## src/rtl/pe2rgb_pkg.sv

```systemverilog
// Shared types, constants and helper functions for the photon energy to RGB block.
// Depends on nothing; the top level and its checker import it.
package pe2rgb_pkg;

  localparam int ENERGY_W      = 16;
  localparam int LEVEL_W       = 8;
  localparam int ENERGY_FRAC_BITS_DEF     = 12;
  localparam int WAVELENGTH_FRAC_BITS_DEF = 4;

  // hc/e in nm*eV, scaled by 2^24 and rounded to nearest.
  localparam int HC_W = 35;
  localparam logic [HC_W-1:0] HC_NM_Q24 = 35'd20801096777;
  localparam int HC_SCALE_BITS = 24;

  localparam logic [LEVEL_W-1:0] LEVEL_MAX = 8'd255;

  // Segment boundaries in whole nanometres.
  localparam int BAND_LO     = 380;
  localparam int BAND_BLUE   = 440;
  localparam int BAND_CYAN   = 490;
  localparam int BAND_GREEN  = 510;
  localparam int BAND_YELLOW = 580;
  localparam int BAND_RED    = 645;
  localparam int BAND_HI     = 780;

  // Width of each ramp segment in whole nanometres.
  localparam int DIV_W = 7;
  localparam logic [DIV_W-1:0] SPAN_VIOLET = 7'd60;
  localparam logic [DIV_W-1:0] SPAN_BLUE   = 7'd50;
  localparam logic [DIV_W-1:0] SPAN_CYAN   = 7'd20;
  localparam logic [DIV_W-1:0] SPAN_GREEN  = 7'd70;
  localparam logic [DIV_W-1:0] SPAN_YELLOW = 7'd65;

  // Scaled ramp value 255*d/S stays below 255*70, which fits in 15 bits.
  localparam int YW = 15;

  // Reciprocals for the constant divides, floor(2^RECIP_SHIFT / span).
  localparam int RECIP_SHIFT = 20;
  localparam int RECIP_W     = 16;
  localparam logic [RECIP_W-1:0] RECIP_VIOLET = RECIP_W'((1 << RECIP_SHIFT) / 60);
  localparam logic [RECIP_W-1:0] RECIP_BLUE   = RECIP_W'((1 << RECIP_SHIFT) / 50);
  localparam logic [RECIP_W-1:0] RECIP_CYAN   = RECIP_W'((1 << RECIP_SHIFT) / 20);
  localparam logic [RECIP_W-1:0] RECIP_GREEN  = RECIP_W'((1 << RECIP_SHIFT) / 70);
  localparam logic [RECIP_W-1:0] RECIP_YELLOW = RECIP_W'((1 << RECIP_SHIFT) / 65);

  typedef enum logic [2:0] {
    SEG_BLACK,
    SEG_VIOLET,
    SEG_BLUE,
    SEG_CYAN,
    SEG_GREEN,
    SEG_YELLOW,
    SEG_RED
  } seg_t;

  function automatic logic [DIV_W-1:0] seg_divisor(input seg_t seg);
    logic [DIV_W-1:0] c;
    unique case (seg)
      SEG_VIOLET: c = SPAN_VIOLET;
      SEG_BLUE:   c = SPAN_BLUE;
      SEG_CYAN:   c = SPAN_CYAN;
      SEG_GREEN:  c = SPAN_GREEN;
      SEG_YELLOW: c = SPAN_YELLOW;
      default:    c = DIV_W'(1);
    endcase
    return c;
  endfunction

  function automatic logic [RECIP_W-1:0] seg_recip(input seg_t seg);
    logic [RECIP_W-1:0] m;
    unique case (seg)
      SEG_VIOLET: m = RECIP_VIOLET;
      SEG_BLUE:   m = RECIP_BLUE;
      SEG_CYAN:   m = RECIP_CYAN;
      SEG_GREEN:  m = RECIP_GREEN;
      SEG_YELLOW: m = RECIP_YELLOW;
      default:    m = '0;
    endcase
    return m;
  endfunction

endpackage

```

## src/rtl/photon_energy_to_rgb.sv

```systemverilog
// Photon energy to RGB color: pipelined constant-over-energy divider and spectrum ramp.
// Depends on pe2rgb_pkg for constants, the segment type and reciprocal tables.
// The divider has ND = ceil(quotient bits / 4) stages, then five mapping stages follow;
// at the default parameters there are 27 quotient bits, four per divider stage.
// Throughput is one beat per cycle while m_tready holds; each stage loads when it is empty or moves on.
// Synchronous reset clears only the valid bits; payload registers are not reset.
module photon_energy_to_rgb #(
  parameter int ENERGY_FRAC_BITS     = pe2rgb_pkg::ENERGY_FRAC_BITS_DEF,
  parameter int WAVELENGTH_FRAC_BITS = pe2rgb_pkg::WAVELENGTH_FRAC_BITS_DEF
) (
  input  logic                             clk,
  input  logic                             rst,
  input  logic                             s_tvalid,
  output logic                             s_tready,
  input  logic [pe2rgb_pkg::ENERGY_W-1:0]  s_tdata,   // [15:0] energy_fixed
  output logic                             m_tvalid,
  input  logic                             m_tready,
  output logic [3*pe2rgb_pkg::LEVEL_W-1:0] m_tdata    // blue_level, green_level, red_level (red in the low byte)
);
  import pe2rgb_pkg::*;

  // Dividend: floor(HC_NM_Q24 * 2^(EF+WF) / 2^24), so that L = floor(K / energy).
  localparam logic [HC_W-1:0] K = HC_NM_Q24 >>
                                  (HC_SCALE_BITS - ENERGY_FRAC_BITS - WAVELENGTH_FRAC_BITS);
  localparam int QW  = $clog2(K + 1);
  localparam int BPS = 4;
  localparam int ND  = (QW + BPS - 1) / BPS;
  localparam int QP  = ND * BPS;
  localparam logic [QP-1:0] KP = QP'(K);
  localparam int RW  = ENERGY_W;

  localparam int S  = 1 << WAVELENGTH_FRAC_BITS;
  localparam int DW = $clog2(70 * S + 1);
  localparam int PW = YW + RECIP_W;
  localparam int QCW = LEVEL_W + DIV_W;

  localparam logic [QP-1:0] L_LO     = QP'(BAND_LO * S);
  localparam logic [QP-1:0] L_BLUE   = QP'(BAND_BLUE * S);
  localparam logic [QP-1:0] L_CYAN   = QP'(BAND_CYAN * S);
  localparam logic [QP-1:0] L_GREEN  = QP'(BAND_GREEN * S);
  localparam logic [QP-1:0] L_YELLOW = QP'(BAND_YELLOW * S);
  localparam logic [QP-1:0] L_RED    = QP'(BAND_RED * S);
  localparam logic [QP-1:0] L_HI     = QP'(BAND_HI * S);

  // Divider stages.
  logic [ND-1:0]   dv_vld;
  logic [ND-1:0]   dv_rdy;
  logic [ND-1:0]   dv_load;
  logic [RW-1:0]   dv_rem      [ND];
  logic [QP-1:0]   dv_quo      [ND];
  logic [RW-1:0]   dv_den      [ND];
  logic [RW-1:0]   dv_rem_next [ND];
  logic [QP-1:0]   dv_quo_next [ND];
  logic [RW-1:0]   dv_den_next [ND];

  // Mapping stages.
  logic                a_vld, b_vld, c_vld, e_vld, f_vld;
  logic                a_rdy, b_rdy, c_rdy, e_rdy, f_rdy;
  seg_t                a_seg, b_seg, c_seg, e_seg;
  seg_t                a_seg_next;
  logic [DW-1:0]       a_d, a_d_next;
  logic [YW-1:0]       b_y, b_y_next, c_y, e_y;
  logic [PW-1:0]       c_prod;
  logic [LEVEL_W-1:0]  e_q0, e_q0_next;
  logic [QCW-1:0]      e_q0c, e_q0c_next;
  logic [LEVEL_W-1:0]  f_red, f_green, f_blue;
  logic [LEVEL_W-1:0]  f_red_next, f_green_next, f_blue_next;

  // Ready chain from the output back to the input.
  always_comb begin
    f_rdy = !f_vld || m_tready;
    e_rdy = !e_vld || f_rdy;
    c_rdy = !c_vld || e_rdy;
    b_rdy = !b_vld || c_rdy;
    a_rdy = !a_vld || b_rdy;
    dv_rdy[ND-1] = !dv_vld[ND-1] || a_rdy;
    for (int j = ND - 2; j >= 0; j--) begin
      dv_rdy[j] = !dv_vld[j] || dv_rdy[j+1];
    end
  end

  assign s_tready = dv_rdy[0];

  // Restoring division, BPS quotient bits per stage, MSB first. A zero energy
  // gives an all-ones quotient, which lands beyond the long end and reads black.
  always_comb begin
    logic [RW:0]   trial;
    logic [RW-1:0] r;
    logic [QP-1:0] q;
    logic [RW-1:0] dn;
    for (int j = 0; j < ND; j++) begin
      if (j == 0) begin
        r  = '0;
        q  = '0;
        dn = s_tdata;
        dv_load[j] = dv_rdy[j] && s_tvalid;
      end else begin
        r  = dv_rem[j-1];
        q  = dv_quo[j-1];
        dn = dv_den[j-1];
        dv_load[j] = dv_rdy[j] && dv_vld[j-1];
      end
      for (int b = 0; b < BPS; b++) begin
        trial = {r, KP[QP-1-j*BPS-b]};
        if (trial >= {1'b0, dn}) begin
          r = RW'(trial - {1'b0, dn});
          q = {q[QP-2:0], 1'b1};
        end else begin
          r = trial[RW-1:0];
          q = {q[QP-2:0], 1'b0};
        end
      end
      dv_rem_next[j] = r;
      dv_quo_next[j] = q;
      dv_den_next[j] = dn;
    end
  end

  always_ff @(posedge clk) begin
    for (int j = 0; j < ND; j++) begin
      if (rst) begin
        dv_vld[j] <= 1'b0;
      end else if (dv_rdy[j]) begin
        dv_vld[j] <= (j == 0) ? s_tvalid : dv_vld[j-1];
      end
    end
  end

  always_ff @(posedge clk) begin
    for (int j = 0; j < ND; j++) begin
      if (dv_load[j]) begin
        dv_rem[j] <= dv_rem_next[j];
        dv_quo[j] <= dv_quo_next[j];
        dv_den[j] <= dv_den_next[j];
      end
    end
  end

  // Stage A: pick the segment and the distance into its ramp.
  always_comb begin
    logic [QP-1:0] lam;
    lam = dv_quo[ND-1];
    a_d_next = '0;
    priority if (lam < L_LO || lam >= L_HI) begin
      a_seg_next = SEG_BLACK;
    end else if (lam < L_BLUE) begin
      a_seg_next = SEG_VIOLET;
      a_d_next   = DW'(L_BLUE - lam);
    end else if (lam < L_CYAN) begin
      a_seg_next = SEG_BLUE;
      a_d_next   = DW'(lam - L_BLUE);
    end else if (lam < L_GREEN) begin
      a_seg_next = SEG_CYAN;
      a_d_next   = DW'(L_GREEN - lam);
    end else if (lam < L_YELLOW) begin
      a_seg_next = SEG_GREEN;
      a_d_next   = DW'(lam - L_GREEN);
    end else if (lam < L_RED) begin
      a_seg_next = SEG_YELLOW;
      a_d_next   = DW'(L_RED - lam);
    end else begin
      a_seg_next = SEG_RED;
    end
  end

  // Stage B: 255*d, then drop the wavelength fraction bits.
  always_comb begin
    logic [DW+7:0] d255;
    d255     = {a_d, 8'd0} - (DW + 8)'(a_d);
    b_y_next = YW'(d255 >> WAVELENGTH_FRAC_BITS);
  end

  // Stage E: quotient estimate may be one short; stage F corrects it.
  always_comb begin
    e_q0_next  = c_prod[RECIP_SHIFT +: LEVEL_W];
    e_q0c_next = QCW'(e_q0_next * seg_divisor(c_seg));
  end

  always_comb begin
    logic [YW-1:0]      rem;
    logic [LEVEL_W-1:0] lvl;
    rem = e_y - YW'(e_q0c);
    lvl = (rem >= YW'(seg_divisor(e_seg))) ? e_q0 + LEVEL_W'(1) : e_q0;
    f_red_next   = '0;
    f_green_next = '0;
    f_blue_next  = '0;
    unique case (e_seg)
      SEG_VIOLET: begin
        f_red_next  = lvl;
        f_blue_next = LEVEL_MAX;
      end
      SEG_BLUE: begin
        f_green_next = lvl;
        f_blue_next  = LEVEL_MAX;
      end
      SEG_CYAN: begin
        f_green_next = LEVEL_MAX;
        f_blue_next  = lvl;
      end
      SEG_GREEN: begin
        f_red_next   = lvl;
        f_green_next = LEVEL_MAX;
      end
      SEG_YELLOW: begin
        f_red_next   = LEVEL_MAX;
        f_green_next = lvl;
      end
      SEG_RED: begin
        f_red_next = LEVEL_MAX;
      end
      default: begin
      end
    endcase
  end

  always_ff @(posedge clk) begin
    if (rst) begin
      a_vld <= 1'b0;
      b_vld <= 1'b0;
      c_vld <= 1'b0;
      e_vld <= 1'b0;
      f_vld <= 1'b0;
    end else begin
      if (a_rdy) a_vld <= dv_vld[ND-1];
      if (b_rdy) b_vld <= a_vld;
      if (c_rdy) c_vld <= b_vld;
      if (e_rdy) e_vld <= c_vld;
      if (f_rdy) f_vld <= e_vld;
    end
  end

  always_ff @(posedge clk) begin
    if (a_rdy && dv_vld[ND-1]) begin
      a_seg <= a_seg_next;
      a_d   <= a_d_next;
    end
    if (b_rdy && a_vld) begin
      b_seg <= a_seg;
      b_y   <= b_y_next;
    end
    if (c_rdy && b_vld) begin
      c_seg  <= b_seg;
      c_y    <= b_y;
      c_prod <= b_y * seg_recip(b_seg);
    end
    if (e_rdy && c_vld) begin
      e_seg <= c_seg;
      e_y   <= c_y;
      e_q0  <= e_q0_next;
      e_q0c <= e_q0c_next;
    end
    if (f_rdy && e_vld) begin
      f_red   <= f_red_next;
      f_green <= f_green_next;
      f_blue  <= f_blue_next;
    end
  end

  assign m_tvalid = f_vld;
  assign m_tdata  = {f_blue, f_green, f_red};

endmodule

```

## config.mk

```make
export PLATFORM = sky130hd
export DESIGN_NAME = photon_energy_to_rgb
export DESIGN_NICKNAME = d
export VERILOG_FILES = /design/src/rtl/pe2rgb_pkg.sv /design/src/rtl/photon_energy_to_rgb.sv
export SDC_FILE = /design/constraint.sdc
export NUM_CORES = 2
export LEC_CHECK = 0
export ABC_CLOCK_PERIOD_IN_PS = 14300
export BUFFER_PORTS_ARGS = -buffer_cell sky130_fd_sc_hd__buf_2
export CAP_MARGIN = 5
export CORE_UTILIZATION = 35
export CTS_CLUSTER_SIZE = 8
export DETAILED_ROUTE_END_ITERATION = 16
export MAX_ROUTING_LAYER = met4
export PLACE_DENSITY = 0.47
export SETUP_SLACK_MARGIN = 0.4
export SYNTH_ARGS = -nofsm -noshare
export SYNTH_HDL_FRONTEND = slang
export SYNTH_SLANG_ARGS = --single-unit
```

## constraint.sdc

```tcl
create_clock -name clk -period 14.3 [get_ports clk]
set_input_delay 3.575 -clock clk [delete_from_list [all_inputs] [get_ports clk]]
set_output_delay 3.575 -clock clk [all_outputs]
set_load 0.01 [all_outputs]
```

==> results.json <==
{
  "finalNonFillerCells": 6980,
  "drtIter0Drc": 2078,
  "synth-compound-area-share": 0.176,
  "dp_hpwl_mm": 108,
  "synth_top_family_by_area": "adder cells",
  "clock_path_buffers": 3,
  "ys_warn_count": 0,
  "arrival_ns": 13.28,
  "status": "finished, final reports clean",
  "ctsHoldBuffers": 0,
  "area_delta_synth_final_pct": 8.90,
  "tightestPinTransition_ns": 1.18,
  "r2r_cells": 45,
  "synthAdderAreaFrac": 0.236,
  "die_w_um": 372,
  "place_inst": 6892,
  "endpoint": "dv_rem[1][15]$_DFFE_PP_",
  "rsz0062_at_grt": "false",
  "clock_sink_count": 439,
  "nNetsFinal": 5979,
  "track_usage": 0.201,
  "dr.pass1.iters": 7,
  "cts_buffers": 66,
  "drive_gt1_frac": 0.0850,
  "antenna_found_initial": 1,
  "r2r_slack_ns": 1.37,
  "numPortBuffers": 45,
  "grt_max_degree": 57,
  "period_share": 0.904,
  "clock_latency_ns": 0.64,
  "cts_setup_buffers": 0,
  "critical_path_class": "reg2reg",
  "skew_ns": 0.0244,
  "synth_top_area_share": 0.267,
  "crit_path_max_fanout": 28,
  "synth-seq-area-share": 0.272,
  "cpMostUsedCell": "o21ai_0",
  "mostFrequentLayoutCells": "ha_1 (570), inv_1 (515), edfxtp_1 (427), a21oi_1 (362), nand2_1 (349)",
  "core_mm2": 0.136,
  "grt_overflow": 0,
  "critPathMaxStageDelay_ns": 0.58,
  "synth_area_leaders": "edfxtp_1 (27%), ha_1 (15%), fa_1 (8.8%)",
  "crit_path_top_delay_cell": "edfxtp_1",
  "antenna_left": 0,
  "ys.flop_type": "edfxtp_1",
  "synthXorXnorAreaFrac": 0.0581,
  "crit_path_start": "dv_den[0][1]$_DFFE_PP_",
  "place.gp.congestion": 0.879,
  "synth_cell_types": 102,
  "setup_viol": 0,
  "ctsHtreeMaxLevel": 3,
  "cts_tree": "built",
  "clk_pin_slew_ns": 0.05,
  "synth-simple-area-share": 0.151,
  "drt_wl_total_mm": 135,
  "relSlewSlack": 0.209,
  "synth_area_mm2": 0.0479,
  "critPathCaptureType": "register",
  "ios": 46,
  "vias": 37600,
  "synthMuxAreaShare": 0.0558,
  "final_core_util": 0.385,
  "cp.required_ns": 14.65,
  "maxSlewViolCount": 0,
  "wl_per_cell_um": 19.3,
  "rows": 135,
  "multiInputGateArea_mm2": 0.0326,
  "hold_viol": 0,
  "r2r-end": "dv_rem[1][15]$_DFFE_PP_",
  "drt-vias-per-instance": 5.38,
  "drc": 0,
  "initial_core_util": 0.353,
  "synthCells": 5123,
  "grt_pass1_vias": 37000,
  "max_clock_freq_ghz": 0.0774,
  "crit-reg2reg-launch": "dv_den[0][1]$_DFFE_PP_",
  "yosys.area.top_type": "edfxtp_1",
  "synthArstFlopShare": 0,
  "die_y_um": 372,
  "seq_area_mm2": 0.0131,
  "cts_root_buf": "clkbuf_16",
  "post-route-min-period_ns": 12.93,
  "grt_pass1_wl_mm": 212,
  "cts.repair.resized": 0,
  "layout_commonest_cell": "ha_1",
  "setup.worst_path.start_class": "register",
  "fin_tns_setup_ns": 0,
  "dieArea_mm2": 0.138,
  "fill_cells": 13600,
  "avgSynthCellArea_um2": 9.36,
  "ys_seq_elements": 439,
  "hold_class": "reg2reg",
  "max-cap-violations": 0,
  "synth_edf_count": 427
}
## worst min-delay path by stage
stage	start	to	slack [ns]	cells after the start
2_1_floorplan	a_seg[0]$_SDFFCE_PP0P_	b_seg[0]$_DFFE_PP_	0.40	0
3_3_place_gp	dv_quo[4][1]$_DFFE_PP_	dv_quo[5][5]$_DFFE_PP_	0.40	0
3_5_place_dp	dv_quo[1][7]$_DFFE_PP_	dv_quo[2][11]$_DFFE_PP_	0.40	0
4_1_cts	c_y[5]$_DFFE_PP_	e_y[5]$_DFFE_PP_	0.39	0
5_1_grt	dv_quo[5][9]$_DFFE_PP_	dv_quo[6][13]$_DFFE_PP_	0.41	0
6_report	c_y[5]$_DFFE_PP_	e_y[5]$_DFFE_PP_	0.40	0
## sequential cells by signal (all words and copies together) (netlist names)
register / flops
c_prod: 8
b_seg: 3
c_vld: 1
m_tvalid: 1
e_q0c: 15
a_d: 11
e_vld: 1
e_seg: 3
f_red: 8
b_vld: 1
dv_den: 96
a_vld: 1
dv_rem: 96
c_y: 15
e_q0: 8
dv_quo: 112
f_blue: 8
e_y: 15
dv_vld: 7
b_y: 15
f_green: 8
c_seg: 3
a_seg: 3
## synthesized netlist by cell type (22+ instances only)
| library cell | number |
|---|---|
| o21bai_1 | 29 |
| nand3_1 | 89 |
| mux2_2 | 178 |
| nand4_1 | 64 |
| fa_1 | 210 |
| or2_2 | 29 |
| edfxtp_1 | 427 |
| nor3_1 | 116 |
| a211oi_1 | 37 |
| or3_1 | 42 |
| o21ai_0 | 249 |
| and3_1 | 45 |
| a21boi_0 | 35 |
| xor2_1 | 93 |
| inv_1 | 515 |
| nor2b_1 | 104 |
| clkbuf_1 | 77 |
| and2_1 | 129 |
| o31a_1 | 22 |
| o31ai_1 | 34 |
| a31oi_1 | 40 |
| nor4_1 | 26 |
| xnor2_1 | 225 |
| nand2b_1 | 65 |
| a21oi_1 | 363 |
| ha_1 | 570 |
| nand2_1 | 349 |
| o21a_1 | 87 |
| nor2_1 | 323 |
| a21o_1 | 115 |
| mux2i_1 | 44 |
| o211ai_1 | 26 |
## worst max-delay path, delay by kind of cell, from the launching register on
kind,cells,cell delay (ns)
flops,1,0.58
buf+inv,7,1.55
compound gates,27,7.34
mux,1,0.39
simple gates,4,0.63
fa+ha+maj,6,2.12
## metrics by stage
stage,hold slack [ns],setup slack [ns],instance area (µm²)
6_report,0.399,1.37,52200
5_1_grt,0.411,0.569,52200
4_1_cts,0.393,1.49,52200
3_5_place_dp,0.405,1.54,50400
3_3_place_gp,0.401,1.50,50400
2_1_floorplan,0.400,2.61,48000
## layout make-up
| cell class | instances | share of cell area |
|---|---|---|
| Multi-Input combinational cell | 4064 | 0.625 |
| Antenna cell | 1 | 0.0000479 |
| Inverter | 525 | 0.0377 |
| Sequential cell | 439 | 0.250 |
| Clock buffer | 77 | 0.0328 |
| Timing Repair Buffer | 83 | 0.00978 |
| Tap cell | 1781 | 0.0427 |
| Clock inverter | 10 | 0.00175 |
## metal layers
layer,vias up,share of wire,global-route usage
met5,-,0,-
met4,0,0.021,0.0479
met3,137,0.033,0.0200
met2,684,0.46,0.319
met1,18000,0.49,0.273
li1,18700,-,-
## cells by family after synthesis
family          Yosys count
xor+xnor                318
mux                     238
simple gates           1446
compound gates         1275
buf+inv                 626
fa+ha+maj               780
other cells               1
flops                   439
Power is left out: the tool's default activity adds up to more than one toggle a clock period on the data nets, which glitch-free logic cannot reach.
